==> config.mk <==
export PLATFORM = sky130hd
export DESIGN_NAME = irs_cell
export DESIGN_NICKNAME = d
export VERILOG_FILES = /design/src/design/irs_pkg.sv /design/src/design/irs_cell.sv
export SDC_FILE = /design/constraint.sdc
export NUM_CORES = 1
export LEC_CHECK = 0
export BUFFER_PORTS_ARGS = -buffer_cell sky130_fd_sc_hd__buf_2
export CORE_MARGIN = 3
export CORE_UTILIZATION = 48
export CTS_BUF_LIST = sky130_fd_sc_hd__clkbuf_8 sky130_fd_sc_hd__clkbuf_16
export CTS_CLUSTER_SIZE = 14
export DETAILED_ROUTE_END_ITERATION = 16
export PLACE_DENSITY_LB_ADDON = 0.25
export RECOVER_POWER = 100
export SYNTH_ARGS = -nofsm -noshare
export SYNTH_HDL_FRONTEND = slang
export SYNTH_SLANG_ARGS = --single-unit
==> constraint.sdc <==
create_clock -name aclk -period 7.2 [get_ports aclk]
set_clock_uncertainty 0.05 [all_clocks]
set_input_delay 1.08 -clock aclk [delete_from_list [all_inputs] [get_ports aclk]]
set_output_delay 1.08 -clock aclk [all_outputs]
set_load 0.01 [all_outputs]
==> src/design/irs_pkg.sv <==
`default_nettype none
// ----------------------------------------------------------------------------
// irs_pkg
// Shared types and constants of the integer run sorter.
// ----------------------------------------------------------------------------
package irs_pkg;

    localparam int DATA_W            = 64;
    localparam int MAX_ITEMS_DEFAULT = 64;

    // One sorting cell's contents.
    typedef struct packed {
        logic              valid;
        logic [DATA_W-1:0] value;
    } cell_data_t;

    // Operation applied to the whole cell row at once.
    typedef enum logic [1:0] {
        OP_HOLD     = 2'd0,
        OP_INSERT   = 2'd1,
        OP_SHIFT_DN = 2'd2,
        OP_SHIFT_UP = 2'd3
    } cell_op_t;

    typedef enum logic [1:0] {
        ST_FILL  = 2'b01,
        ST_DRAIN = 2'b10
    } state_t;

endpackage : irs_pkg
`default_nettype wire

==> src/design/irs_cell.sv <==
`default_nettype none
// ----------------------------------------------------------------------------
// irs_cell
// One sorting cell: holds a value, compares it with the broadcast input and
// takes the input or a neighbour's contents to insert in order or to shift.
// ----------------------------------------------------------------------------
module irs_cell
    import irs_pkg::*;
(
    input  wire logic              aclk,
    input  wire logic              aresetn,
    input  wire cell_op_t          op,
    input  wire logic [DATA_W-1:0] new_value,
    input  wire cell_data_t        lower_data,
    input  wire logic              lower_gt,
    input  wire cell_data_t        upper_data,
    output      cell_data_t        data,
    output      logic              gt
);

    cell_data_t data_reg;
    cell_data_t data_next;

    // An empty cell counts as larger than anything, so empty cells stay on top.
    assign gt   = !data_reg.valid || ($signed(data_reg.value) > $signed(new_value));
    assign data = data_reg;

    always_comb begin
        data_next = data_reg;
        case (op)
            OP_INSERT: begin
                if (gt) begin
                    if (lower_gt) begin
                        data_next = lower_data;
                    end else begin
                        data_next.valid = 1'b1;
                        data_next.value = new_value;
                    end
                end
            end
            OP_SHIFT_DN: data_next = upper_data;
            OP_SHIFT_UP: data_next = lower_data;
            default:     data_next = data_reg;
        endcase
    end

    always_ff @(posedge aclk) begin
        data_reg.value <= data_next.value;
        if (!aresetn) begin
            data_reg.valid <= 1'b0;
        end else begin
            data_reg.valid <= data_next.valid;
        end
    end

endmodule : irs_cell
`default_nettype wire

Yosys cells after proc, flatten, opt, wreduce, memory -nomap -nowiden:

Index checks and enable logic that the tools add are counted.

* order comparisons: 1
* equal/unequal tests: 4
* multiplexer cells: 3
* reduce and logical (&&, ||, !) cells: 4

Operator list (count)
* one-hot mux 65 bit (3 select lines): 1
* two-way mux 65 bit: 2
* > comparator 64 bit: 1
* == test 2 bit, second input constant: 2
* nonzero test 3 bit: 1
* == test 2 x 1 -> 1 bit, second input constant: 1
* != test 2 bit, second input constant: 1
* AND reduction 2 bit: 1
* logical NOT 1 bit: 1
* logical OR 1 bit: 1

* bits in registers: 65
* output and inout bits: 66
* word-level logic and storage cells: 14

Logic depth before layout (Yosys ltp):

Gate-level depths: netlist of run 1.

* depth in word-level cells: 4
* depth in mapped cells: 9
* depth with buffers taken out: 9

Worst setup path before layout of run 1:

No wires, ideal clock.

* kind: input-to-reg
* from: input port new_value[63]
* to: register data_reg, in the netlist data[0], enable pin
* arrival time: 5.708 ns
* required time: 6.643 ns
* path slack: 0.935 ns
* cell stages on the path: 9
* buffers on the path: 0
* cell sequence: inv_1 ha_1 nand4_1 nor3_2 and4_4 o311ai_1 nand4_1 mux2_4 a21oi_1

* longest elaborated chain between the ends: 4

Ends and longest elaborated chain
* from (decl): line irs_cell.sv:13 `input wire logic [DATA_W-1:0] new_value,`
* > comparator 64 bit: line irs_cell.sv:25 `assign gt = !data_reg.valid || ($signed(data_reg.value) > $signed(new_value));`
* logical OR 1 bit: line irs_cell.sv:25
* != test 2 bit (no line)
* AND reduction 2 bit (no line)
* to (decl): line irs_cell.sv:21 `cell_data_t data_reg;`

Every way passes these cells.
A chain may end at the register's enable or synchronous reset.

Final worst setup path of run 1:

* from: input port new_value[63]
* to: register data_reg, in the netlist data[16], enable pin

Same word-level chain as after synthesis.

==> results.md, run 1 <==
Run status:
- The run finished, with violations left.
- The checks that failed: capacitance limit, slew limit.

STA:
- Setup violations remaining at the end of the flow were counted as 0.
- For the pin with the worst max-slew slack, the measured transition is 2.07 ns.
- The final-report max-slew violation count is 50.
- The share of the cycle needed by the critical path after routing is 0.640.
- In this run the tightest slew margin relative to its limit is -0.377.
- Setup repair after global routing left no endpoint under its margin.
- The fmax is 0.217 GHz.
- Subtracting the final worst setup slack from the clock period gives 4.61 ns.
- The total count of hold-check failures in the final report is 0.
- The final-layout setup total negative slack is 0 ns.

Synthesis:
- The netlist uses 43 different library cells.
- The number of nets handed over by synthesis was 862.
- The summed instance area of the synthesized netlist is 5490 µm².
- The post-synthesis compound-gate area fraction was 0.205.
- Counting flops with a built-in enable in the synthesized netlist gives 64.
- After synthesis, the cell types taking the most area are sky130_fd_sc_hd__edfxtp_1 (35%), sky130_fd_sc_hd__ha_1 (15%), sky130_fd_sc_hd__mux2i_1 (12%).
- The part of the Yosys area used for sequential elements is 0.354.
- The mux share of post-synthesis cell area is 0.119.
- Synthesis produced a netlist whose cell count is 599.
- The post-synthesis sequential element count is 65.
- The main combinational cell family by area after synthesis is compound AO/OA/AOI/OAI gates.
- The cell accounting for the most synthesized area is sky130_fd_sc_hd__edfxtp_1.
- The arithmetic-cell share of the synthesized area counting full adders, half adders and majority gates is 0.146.
- For this run, the leading register cell type out of synthesis is sky130_fd_sc_hd__edfxtp_1.
- The xor-xnor portion of the synthesized cell area is 0.
- After synthesis, the mean cell area works out to 9.16 µm².
- The proportion of register bits with asynchronous set or reset after synthesis is 0.
- The count of synthesis-stage warnings from yosys is 0.
- Of the total synthesized cell area, the portion taken by AND, OR, NAND and NOR gates is 0.105.
- The share of the synthesized area in the top cell type is 0.350.

Pwr:
- In this run the power spent charging and discharging nets is 0.387 mW.
- The clock network power share is 0.322.
- The largest voltage drop on the vdd net is 0.129 mV.
- The analysis attributes to cell leakage a power of 3.42 nW.
- The internal power of the cells totals 0.890 mW.
- The power density of the placed cells is 180 nW/µm².
- The total power draw is 1.28 mW.
- Of the total power, the share spent switching nets is 0.303.
- The logic gate share of total power is 0.285.
- Of the total power, registers draw 0.393.

Clock tree:
- The clock reaches the later pin of the worst-skew pair after 0.32 ns.
- The number of post-CTS setup repair buffers is 0.
- The clock tree from TritonCTS is yes.
- In this run, post-CTS repair resized a total of 0 instances.
- The cell at the root of the clock tree is sky130_fd_sc_hd__clkbuf_16.
- The number of clock sinks is 65.
- After clock tree synthesis, the clock-pin slew on the worst setup and hold paths is 0.05 ns.
- The H-tree depth is 3.
- The number of buffers created by CTS is 9.
- In this run the deepest clock path goes through 2 buffers.
- For this design, the CTS-stage hold fixing added 0 buffers.

Floorplanning:
- The floorplan core area is 11000 µm².
- The initial core utilization is 0.500.
- The die covers 12800 µm².
- 265 I/O pins were placed.
- The die height is 113 µm.
- The floorplan step set the die width to 113 µm.
- The number of core rows is 38.

Detailed routing:
- The number of vias per cell after detailed routing is 5.47.
- After detailed routing, the average wire length per cell comes to 16.8 µm.
- The number of iterations in the first detailed-routing pass is 4.
- Summed over all layers, the routed wires come to 16600 µm.
- The detail route stage leaves a number of antenna-violating nets equal to 0.
- In this run, the number of DRC markers left after iteration 0 of detailed routing was 269.
- The routed layout has 5391 vias.
- The DRC violations left is 0.

GRT:
- The number of antenna violations at the first check in global routing is 1.
- In the global route stage, overall resource usage came out at 0.248.
- The number of global-route vias before repair is 5412.
- The total overflow left after global routing is 0.
- The first global-routing pass estimated 25700 µm of wire.
- The maximum number of pins on one net before global-route repair is 81.

Cells and area:
- The register with the most flip-flops in the layout has 65 of them.
- The filler cell count in the final layout is 965.
- The post-synthesis to final-layout area growth is 28.9%.
- 0 antenna diodes ended up in the layout.
- The total number of nets in the final design is 1104.
- The finished cells cover 7080 µm².
- Of the cells placed in the final design, the portion with a size suffix greater than 1 is 0.257.

Hold path:
- Along the worst hold path, the cell count comes to 3.
- The worst hold path belongs to the class reg2reg.

Worst setup path:
- The largest driver fanout on the critical path is 39.
- Among cell families on the critical path, the largest total delay comes from simple AND/OR/NAND/NOR gates.
- The worst setup path is captured at a flip-flop.
- The worst path buffer plus inverter count is 3.
- Walking the worst path, the cells encountered are buf_2, inv_1, ha_1, nand4_1, nor3_1, and4_1, o311ai_0, nand4_1, mux2_1, a21oi_4, buf_4.
- The worst path arrival time is 4.51 ns.
- The worst setup path is of the in2reg kind.
- The cell repeated most along the worst path is sky130_fd_sc_hd__nand4_1.
- The worst endpoint required time is 7.10 ns.
- The slowest stage of the critical path belongs to the cell sky130_fd_sc_hd__a21oi_4.
- STA classifies the critical path startpoint as an input port.
- The count of cells along the worst register-to-register path is 9.
- The largest single stage delay on the critical path is 0.70 ns.
- The number of logic stages on the critical path including buffering is 11.

Job:
- The max capacitance violation total is 1.

Placement:
- The placer's final routability congestion estimate is 0.903.
- The instance area after placement is 6890 µm².
- The half-perimeter wire length after placement is 13100 µm.
- In this run the tool buffered the top-level ports with 264 buffer cells.
## through the flow
step	hold slack [ns]	setup WS (ns)	util	std cells
after global routing	0.815	2.32	0.644	986
final	0.761	2.59	0.644	986
after global placement	0.737	2.65	0.628	970
after CTS	0.763	2.87	0.653	986
after detailed placement	0.747	2.55	0.628	970
after floorplan	0.716	0.935	-	599
## layout make-up
class / count / area, µm² / share of cell area
Clock buffer: 9 / 225 / 0.0318
Clock inverter: 7 / 53.8 / 0.00760
Inverter: 66 / 248 / 0.0350
Multi-Input combinational cell: 431 / 3160 / 0.447
Sequential cell: 65 / 1940 / 0.274
Tap cell: 140 / 175 / 0.0248
Timing Repair Buffer: 268 / 1270 / 0.180
## layout by cell type, fill, tap and decap left out, types with 2 or more instances in the layout
cell / instances
sky130_fd_sc_hd__clkbuf_1: 67
sky130_fd_sc_hd__clkinv_1: 3
sky130_fd_sc_hd__clkbuf_16: 9
sky130_fd_sc_hd__edfxtp_1: 64
sky130_fd_sc_hd__buf_4: 6
sky130_fd_sc_hd__and4_1: 6
sky130_fd_sc_hd__nand3_1: 6
sky130_fd_sc_hd__o21ai_1: 3
sky130_fd_sc_hd__o21a_1: 2
sky130_fd_sc_hd__mux2i_1: 64
sky130_fd_sc_hd__nand2_1: 20
sky130_fd_sc_hd__nor2b_1: 3
sky130_fd_sc_hd__o21ai_0: 6
sky130_fd_sc_hd__nor2_1: 68
sky130_fd_sc_hd__nand4_1: 7
sky130_fd_sc_hd__a221o_1: 2
sky130_fd_sc_hd__ha_1: 64
sky130_fd_sc_hd__buf_2: 195
sky130_fd_sc_hd__nand3b_1: 2
sky130_fd_sc_hd__inv_1: 68
sky130_fd_sc_hd__a21oi_1: 89
sky130_fd_sc_hd__and3_1: 2
sky130_fd_sc_hd__a211oi_1: 64
sky130_fd_sc_hd__a21o_1: 2
## cell families (layout without fill, tap and decap cells)
family                     count (synthesis)  count (layout)
AOI/OAI and AO/OA                        180             180
and+or+nand+nor                          122             122
buffers and inverters                    103             350
muxes                                     65              65
DFF                                       65              65
adders and majority gates                 64              64
## power by group through the flow
| stage | combinational (mW) | clock, mW | sequential, mW |
|---|---|---|---|
| finish | 0.364 | 0.411 | 0.502 |
| global route | 0.408 | 0.435 | 0.506 |
| CTS | 0.380 | 0.418 | 0.500 |
| detailed placement | 0.377 | 0 | 0.508 |
| global placement | 0.362 | 0 | 0.506 |
| floorplan | 0.198 | 0 | 0.525 |
## cells in the mapped netlist, types with 2 or more instances
| cell type | n |
|---|---|
| sky130_fd_sc_hd__a21oi_1 | 90 |
| sky130_fd_sc_hd__nor2_1 | 68 |
| sky130_fd_sc_hd__inv_1 | 66 |
| sky130_fd_sc_hd__a211oi_1 | 64 |
| sky130_fd_sc_hd__edfxtp_1 | 64 |
| sky130_fd_sc_hd__ha_1 | 64 |
| sky130_fd_sc_hd__mux2i_1 | 64 |
| sky130_fd_sc_hd__clkbuf_1 | 27 |
| sky130_fd_sc_hd__nand2_1 | 20 |
| sky130_fd_sc_hd__buf_1 | 9 |
| sky130_fd_sc_hd__nand4_1 | 7 |
| sky130_fd_sc_hd__nand3_1 | 6 |
| sky130_fd_sc_hd__o21ai_0 | 6 |
| sky130_fd_sc_hd__and4_1 | 5 |
| sky130_fd_sc_hd__nor2b_1 | 3 |
| sky130_fd_sc_hd__o21ai_1 | 3 |
| sky130_fd_sc_hd__a21o_1 | 2 |
| sky130_fd_sc_hd__a221o_1 | 2 |
| sky130_fd_sc_hd__and3_1 | 2 |
| sky130_fd_sc_hd__and4_4 | 2 |
| sky130_fd_sc_hd__nand3b_1 | 2 |
| sky130_fd_sc_hd__o21a_1 | 2 |
## per-layer routing
metal,up-vias,part of all wire,global-route usage
met3,21,0.062,0.0476
met1,2480,0.40,0.292
met2,183,0.52,0.462
met4,2,0.013,0.0601
li1,2705,-,-
met5,-,0.0011,0
## tightest hold or removal path, delay by kind of cell (launching register included)
| kind | cells | cell delay (ns) |
|---|---|---|
| AOI/OAI and AO/OA | 1 | 0.12 |
| DFF | 1 | 0.32 |
| and+or+nand+nor | 2 | 0.33 |
## worst paths after layout
path                                       startpoint               endpoint  slack, ns
worst max-delay path                    new_value[63]     data[16]$_DFFE_PP_       2.59
worst min-delay path            data[64]$_SDFFE_PN0P_  data[64]$_SDFFE_PN0P_       0.76
worst max register to register     data[63]$_DFFE_PP_     data[16]$_DFFE_PP_       3.05
worst min register to register  data[64]$_SDFFE_PN0P_  data[64]$_SDFFE_PN0P_       0.76
Note: power is estimated with default switching activity, not from simulation.
==> run 2: changes to the inputs <==
--- a/config.mk
+++ b/config.mk
@@ -5,9 +5,10 @@
 export SDC_FILE = /design/constraint.sdc
 export NUM_CORES = 1
 export LEC_CHECK = 0
+export ABC_AREA = 1
 export BUFFER_PORTS_ARGS = -buffer_cell sky130_fd_sc_hd__buf_2
 export CORE_MARGIN = 3
-export CORE_UTILIZATION = 48
+export CORE_UTILIZATION = 43
 export CTS_BUF_LIST = sky130_fd_sc_hd__clkbuf_8 sky130_fd_sc_hd__clkbuf_16
 export CTS_CLUSTER_SIZE = 14
 export DETAILED_ROUTE_END_ITERATION = 16
==> constraint.sdc (replaced) <==
create_clock -name aclk -period 4.1 [get_ports aclk]
set_clock_uncertainty 0.05 [all_clocks]
set_input_delay 0.615 -clock aclk [delete_from_list [all_inputs] [get_ports aclk]]
set_output_delay 0.615 -clock aclk [all_outputs]
set_load 0.01 [all_outputs]
==> results.md, run 2 <==
Pwr:
- The power density of the placed cells is 311 nW/µm² (+72%).
- The static leakage power is 3.56 nW (+4.2%).
- The largest voltage drop on the vdd net is 0.148 mV (+15%).

Floorplanning:
- The die width came to 118 µm (+4.3%).
- The die footprint was 13900 µm² (+8.7%).
- The number of top-level pins came to 265 (unchanged).
- The number of core rows was 40 (+5.3%).
- The die height is 118 µm (+4.3%).
- The initial core utilization is 0.443 (-0.0564).
- The floorplan core area is 12100 µm² (+10%).

STA:
- The slew at the pin with the worst max-slew slack is 1.31 ns (-0.753 ns).
- The relative max-transition margin is 0.123 (+0.501).
- The final number of setup-violating endpoints is 0 (unchanged).
- The shortest clock period the worst path allows after layout is 3.21 ns.
- The final-report max-slew violation count is 0 (-100%).
- Of the available clock period, the critical path in the final layout requires 0.784.
- Static timing analysis puts the maximum clock frequency at 0.311 GHz.
- The final-layout setup total negative slack was 0 ns (unchanged).
- The total count of hold-check failures in the final report was 0 (unchanged).
- Setup repair after global routing left no endpoint under its margin.

Detailed routing:
- The vias after detailed routing came to 5750 (+6.7%).
- The DRC violations left was 0 (unchanged).
- The number of vias per cell after detailed routing was 5.04 (-7.9%).
- The final wirelength is 16400 µm (-0.94%).
- The detailed-route wire length per cell is 14.4 µm (-14%).
- The remaining number of nets flagged by the antenna check after routing is 0 (unchanged).
- The violation count after the first detailed-routing iteration was 389 (+45%).
- The number of iterations in the first detailed-routing pass came to 5 (+1).

Cells and area:
- The filler-free cell count of the finished design is 1142 (+16%).
- The library cell used most frequently in the layout, excluding fill and tap cells, is sky130_fd_sc_hd__buf_2.
- From synthesis to final layout, the design area changed by 30.6%.
- The register area was 1940 µm² (unchanged).
- The footprint of the multi-input gates is 2980 µm² (-5.6%).
- The core occupancy in the finished layout is 0.579 (-0.0652).
- The antenna cell count came to 0 (unchanged).
- The total number of nets in the final design was 1232 (+12%).
- The filler cell count in the final layout is 1233 (+28%).
- The final design area excluding fillers came to 7010 µm² (-0.88%).
- The share of cells above drive strength 1 is 0.234 (-0.0224).
- In the layout the commonest cells are sky130_fd_sc_hd__buf_2 (198), sky130_fd_sc_hd__nand2_1 (196), sky130_fd_sc_hd__a21oi_1 (93).
- The flip-flop count of the largest register after layout was 65 (unchanged).

Hold path:
- The origin of the worst min-delay path is aresetn.
- The worst hold endpoint is data[64]$_SDFFE_PN0P_.
- The number of cells on the worst hold path was 5 (+2).
- The worst hold path belongs to the class in2reg.

Clock tree:
- The buffer levels on the longest clock path was 2 (unchanged).
- The count of hold-fix buffers inserted at cts came to 0 (unchanged).
- The number of clock sinks is 65 (unchanged).
- The H-tree depth came to 3 (unchanged).
- The clock insertion delay at the later pin of the skew report was 0.32 ns (about the same).
- The clock-pin slew on the worst setup and hold paths is 0.06 ns (about the same).
- The clock tree from TritonCTS is yes.
- The number of resized instances in the post-cts repair step is 0 (unchanged).
- The number of post-CTS setup repair buffers is 0 (unchanged).
- The number of buffers created by CTS is 9 (unchanged).
- The cell at the root of the clock tree is sky130_fd_sc_hd__clkbuf_16.

Synthesis:
- The part of the Yosys area used for sequential elements was 0.362 (+0.00783).
- The post-synthesis sequential element count came to 65 (unchanged).
- The count of cell types in the netlist is 27 (-37%).
- The summed instance area of the synthesized netlist came to 5370 µm² (-2.2%).
- The number of enable-type register cells in the synthesized netlist is 64 (unchanged).
- The post-synthesis instance total was 722 (+21%).
- The cell accounting for the most synthesized area is sky130_fd_sc_hd__edfxtp_1.
- The post-synth net total is 985 (+14%).
- The library cell with the highest instance count after synthesis is sky130_fd_sc_hd__nand2_1.
- The proportion of register bits with asynchronous set or reset after synthesis is 0 (unchanged).
- The average cell area after synthesis came to 7.44 µm² (-19%).
- Yosys attributes the largest share of cell area to sky130_fd_sc_hd__edfxtp_1 (36%), sky130_fd_sc_hd__ha_1 (15%), sky130_fd_sc_hd__nand2_1 (14%).
- The count of synthesis-stage warnings from yosys is 0 (unchanged).
- The share of the synthesized area in the top cell type is 0.358 (+0.00775).
- The most used flip-flop cell after synthesis is sky130_fd_sc_hd__edfxtp_1.
- Sorting the synthesized cells by how often they occur yields sky130_fd_sc_hd__nand2_1 (197), sky130_fd_sc_hd__a21oi_1 (93), sky130_fd_sc_hd__inv_1 (83).

GRT:
- The total overflow reported by the global router is 0 (unchanged).
- The number of global-route vias before repair is 5414 (+0.037%).
- The maximum number of pins on one net before global-route repair was 68 (-16%).
- The number of antenna violations at the first check in global routing came to 0 (-1).
- The global routing's busiest layer is met2.
- The wire length of the first global-routing pass is 26000 µm (+1.4%).
- The met2 global-route usage is 0.415 (-0.0471).
- The fraction of met3 tracks used by global routing is 0.0490 (+0.00142).
- The met1 layer usage reported by global route is 0.273 (-0.0196).
- The all-layer global routing usage is 0.229 (-0.0194).

Placement:
- The half-perimeter wire length after placement is 12500 µm (-4.6%).
- The placer's final routability congestion estimate came to 0.847 (-6.1%).
- The instance area after placement is 6850 µm² (-0.69%).
- The count of input and output buffers was 264 (unchanged).
- The number of placed cells counting well taps was 1126 (+16%).

Worst setup path:
- The worst setup path is launched from an input port.
- The worst endpoint required time was 4.24 ns (-2.86 ns).
- The cell repeated most along the worst path is sky130_fd_sc_hd__nand2_1.
- The worst setup slack for register-to-register paths is 1.20 ns (-1.85 ns).
- The worst path arrival time is 3.35 ns (-1.16 ns).
- The endpoint of the worst register-to-register path is data[4]$_DFFE_PP_.
- The count of cells along the worst register-to-register path was 16 (+7).
- The largest driver fanout on the critical path was 67 (+72%).
- The worst setup path is captured at a flip-flop.
- The worst register-to-register path begins at data[15]$_DFFE_PP_.
- Walking the worst path, the cells encountered are buf_2, buf_4, nand2_1, inv_1, clkbuf_2, nand2_1, nand3_1.
- The worst setup path is of the in2reg kind.
- The peak per-stage delay on the critical path is 0.97 ns (+0.27 ns).
- Among all stages on the critical path, the largest delay is contributed by sky130_fd_sc_hd__inv_1.

Job:
- The max capacitance violation total was 0 (-1).

Run status:
- The flow ran to the end, and the final reports show no timing, DRC or antenna violations.
run 2: changes by cell type in the layout (fill, tap and decap cells not counted), moves of 19 or more:
cell,previous run,this run
sky130_fd_sc_hd__mux2i_1,64,0
sky130_fd_sc_hd__a211oi_1,64,0
sky130_fd_sc_hd__nor2_1,68,19
sky130_fd_sc_hd__nand2_1,20,196
sky130_fd_sc_hd__inv_1,68,87
sky130_fd_sc_hd__o21ai_0,6,71
sky130_fd_sc_hd__nand3_1,6,73
run 2: metal layers:
layer / up-vias / wire length [µm]
li1: 2947 / -
met1: 2569 / 6860
met2: 211 / 8160
met3: 23 / 1140
met4: 0 / 251
met5: - / 0
run 2: worst max path at each step:
stage	to	slack, ns	start
floorplan	data[0]$_DFFE_PP_	0.34	new_value[63]
global placement	data[1]$_DFFE_PP_	0.92	new_value[21]
detailed placement	data[1]$_DFFE_PP_	0.86	new_value[21]
CTS	gt	1.11	data[15]$_DFFE_PP_
global route	data[54]$_DFFE_PP_	0.67	op[1]
finish	data[44]$_DFFE_PP_	0.89	op[1]
run 2: area by class of cell:
cell class | instances | area share
tap | 168 | 0.0300
clock buffer | 9 | 0.0321
clock inverter | 7 | 0.00446
sequential | 65 | 0.277
inverter | 86 | 0.0462
multi-input combinational | 538 | 0.425
timing repair buffer | 269 | 0.185
run 2: cell families after synthesis:
kind of cell | count (synthesis) | synth area share
buf+inv | 119 | 0.0850
flops | 65 | 0.362
simple gates | 302 | 0.240
compound gates | 172 | 0.164
fa+ha+maj | 64 | 0.149
run 2: per-stage QoR:
stage | setup WS [ns] | hold WS (ns) | power (mW)
final | 0.886 | 0.532 | 2.18
after global routing | 0.673 | 0.533 | 2.33
after CTS | 1.11 | 0.523 | 2.22
after detailed placement | 0.855 | 0.544 | 1.55
after global placement | 0.919 | 0.543 | 1.54
after floorplan | 0.343 | 0.546 | 1.26
run 2: worst max-delay path, delay by kind of cell:
| kind | cells | cell delay (ns) |
|---|---|---|
| buf+inv | 4 | 2.36 |
| simple gates | 3 | 0.33 |
run 2: where the power goes:
part	total (mW)	switching, mW	internal (mW)
clock	0.669	0.271	0.398
sequential	0.877	0.0449	0.833
combinational	0.636	0.381	0.255
total	2.18	0.697	1.49
==> run 3: changes to the inputs <==
==> constraint.sdc (replaced) <==
create_clock -name aclk -period 2.9 [get_ports aclk]
set_clock_uncertainty 0.05 [all_clocks]
set_input_delay 0.435 -clock aclk [delete_from_list [all_inputs] [get_ports aclk]]
set_output_delay 0.435 -clock aclk [all_outputs]
set_load 0.01 [all_outputs]
==> results.md, run 3 (synthesis gave the netlist of run 2 again) <==
Floorplanning:
- The floorplan core area came to 12100 µm² (unchanged).
- The die footprint is 13900 µm² (unchanged).
- The number of top-level pins was 265 (unchanged).
- The number of core rows is 40 (unchanged).
- The die height was 118 µm (unchanged).
- The die width is 118 µm (unchanged).
- The initial core utilization is 0.443 (unchanged).

STA:
- Dividing the final minimum period by the clock period gives 0.935.
- The final number of setup-violating endpoints is 0 (unchanged).
- The final-report max-slew violation count came to 0 (unchanged).
- The minimum hold slack is 0.347 ns (-0.185 ns).
- The shortest clock period the worst path allows after layout is 2.71 ns.
- The slew at the pin with the worst max-slew slack was 0.656 ns (-0.658 ns).
- The fmax is 0.369 GHz.
- The relative max-transition margin is 0.563 (+0.440).
- The total count of hold-check failures in the final report was 0 (unchanged).

Worst setup path:
- The cell that appears most often on the critical path is sky130_fd_sc_hd__nand2_1.
- The worst path arrival time is 2.23 ns (-1.12 ns).
- The critical path goes through ha_1, nand2_1, nor2_2, nand4_1, inv_1, nand2_1, nand2_1, nand2_1, nand2_1, nand2_1, nand3_1, nand3_2, nand2_1, buf_2.
- By startpoint and endpoint, the worst setup path is classified as reg2out.
- The peak per-stage delay on the critical path is 0.41 ns (-0.56 ns).
- The highest-delay cell along the critical path is sky130_fd_sc_hd__edfxtp_1.
- The worst setup path is launched from a flip-flop.
- The worst endpoint required time is 2.41 ns (-1.83 ns).
- The worst path buffer plus inverter count is 2 (-2).
- The largest driver fanout on the critical path was 2 (-97%).
- The cell family with the largest share of critical-path delay is simple AND/OR/NAND/NOR gates.
- The category of the worst setup path capture point is an output pin.

Cells and area:
- The share of cells above drive strength 1 was 0.245 (+0.0113).
- The total number of nets in the final design is 1238 (+0.49%).
- The core occupancy in the finished layout is 0.591 (+0.0123).
- The top cell types in the final layout, fill and taps aside, are sky130_fd_sc_hd__buf_2 (201), sky130_fd_sc_hd__nand2_1 (196), sky130_fd_sc_hd__a21oi_1 (93).
- The flip-flop count of the largest register after layout came to 65 (unchanged).
- The library cell used most frequently in the layout, excluding fill and tap cells, is sky130_fd_sc_hd__buf_2.
- The post-synthesis to final-layout area growth is 33.4%.

Detailed routing:
- The detailed-route wire length per cell is 14.1 µm (-1.9%).
- The violation count after the first detailed-routing iteration is 340 (-13%).
- The DRC violations left is 0 (unchanged).
- The vias after detailed routing is 5699 (-0.89%).
- The number of vias per cell after detailed routing is 4.97 (-1.3%).
- The remaining number of nets flagged by the antenna check after routing was 0 (unchanged).
- The number of iterations in the first detailed-routing pass was 5 (unchanged).
- The final wirelength was 16200 µm (-1.5%).

Clock tree:
- The count of hold-fix buffers inserted at cts came to 0 (unchanged).
- The H-tree depth is 3 (unchanged).
- The number of buffers created by CTS is 9 (unchanged).
- TritonCTS built the clock tree.
- The buffer levels on the longest clock path is 2 (unchanged).
- The cell at the root of the clock tree is sky130_fd_sc_hd__clkbuf_16.
- The clock insertion delay at the later pin of the skew report is 0.33 ns (about the same).
- The clock-pin slew on the worst setup and hold paths is 0.05 ns (about the same).
- The number of clock sinks is 65 (unchanged).

GRT:
- The total overflow reported by the global router is 0 (unchanged).
- The maximum number of pins on one net before global-route repair is 56 (-18%).
- The all-layer global routing usage is 0.226 (-0.00284).
- The wire length of the first global-routing pass came to 25600 µm (-1.7%).
- The number of antenna violations at the first check in global routing is 1 (+1).
- The number of global-route vias before repair is 5404 (-0.18%).

Job:
- The max capacitance violation total came to 0 (unchanged).

Placement:
- The half-perimeter wire length after placement is 12500 µm (about the same).
- The count of input and output buffers came to 264 (unchanged).
- The placer's final routability congestion estimate is 0.874 (+3.2%).

Run status:
- The flow ran to the end, and the final reports show no timing, DRC or antenna violations.

Hold path:
- In this run the worst hold path is classified as in2reg.

Pwr:
- The largest voltage drop on the vdd net was 0.213 mV (+44%).
- The power density of the placed cells is 446 nW/µm² (+43%).
- The static leakage power was 3.62 nW (+1.5%).
run 3: cell count changes in the layout (fill, tap and decap cells not counted), sizes merged:
cell / before / now
buf: 202 / 212
bufinv: 0 / 1
clkbuf: 76 / 72
clkinv: 5 / 3
clkinvlp: 0 / 1
diode: 0 / 1
inv: 88 / 86
run 3: cell type report:
class,instances,area [µm²]
fillers,1202,4950
multi-input cells,538,3000
clock buffers,9,225
clock inverters,5,50.0
diodes,1,2.50
repair buffers,275,1410
inverters,86,324
well taps,168,210
flip-flops and latches,65,1940
run 3: path summary, 6_finish.rpt:
path | start | to | cells past startpoint | slack, ns
setup / recovery | data[13]$_DFFE_PP_ | gt | 14 | 0.19
hold / removal | upper_data[46] | data[46]$_DFFE_PP_ | 3 | 0.35
setup reg to reg | data[13]$_DFFE_PP_ | data[24]$_DFFE_PP_ | 16 | 0.31
hold reg to reg | data[64]$_SDFFE_PN0P_ | data[64]$_SDFFE_PN0P_ | 4 | 0.56
run 3: report_power, final:
part	total (mW)	switching (mW)	leakage (nW)	internal, mW
Combinational	0.921	0.540	2.82	0.380
Sequential	1.24	0.0660	0.667	1.18
Clock	1.03	0.386	0.136	0.648
run 3: worst register-to-register path, stage by stage (launching register included):
cell and delay, ns:
sky130_fd_sc_hd__edfxtp_1 0.41, sky130_fd_sc_hd__ha_1 0.31, sky130_fd_sc_hd__nand2_1 0.06, sky130_fd_sc_hd__nor2_2 0.14, sky130_fd_sc_hd__nand4_1 0.17, sky130_fd_sc_hd__inv_1 0.08
sky130_fd_sc_hd__nand2_1 0.06, sky130_fd_sc_hd__nand2_1 0.07, sky130_fd_sc_hd__nand2_1 0.05, sky130_fd_sc_hd__nand2_1 0.07, sky130_fd_sc_hd__nand2_1 0.06, sky130_fd_sc_hd__nand3_1 0.09
sky130_fd_sc_hd__nand3_2 0.10, sky130_fd_sc_hd__nand2_1 0.08, sky130_fd_sc_hd__nand2_1 0.08, sky130_fd_sc_hd__nand2_4 0.21, sky130_fd_sc_hd__buf_12 0.19
run 3: per-layer routing:
layer	up-vias	GRT usage	share of wire
met2	205	0.383	0.48
met1	2500	0.280	0.43
met5	-	0	0
met3	30	0.0457	0.060
li1	2964	-	-
met4	0	0.0938	0.028
run 3: repair_timing:
action | CTS | global route
buffers inserted | 0 | 1
setup endpoints to repair | 0 | 1
gates resized for setup | 0 | 2
endpoints found under the hold margin | 0 | 0
run 3: metrics by stage:
| step | std cells | total power [mW] | setup slack [ns] | instance area (µm²) | setup TNS (ns) |
|---|---|---|---|---|---|
| after floorplan | 722 | 1.78 | 0.243 | 5380 | 0 |
| after global placement | 1131 | 2.19 | 0.164 | 6950 | 0 |
| final | 1147 | 3.20 | 0.189 | 7160 | 0 |
| after detailed placement | 1131 | 2.20 | 0.157 | 6950 | 0 |
| after global routing | 1147 | 3.41 | -0.0385 | 7160 | -0.0385 |
| after CTS | 1145 | 3.24 | 0.142 | 7220 | 0 |
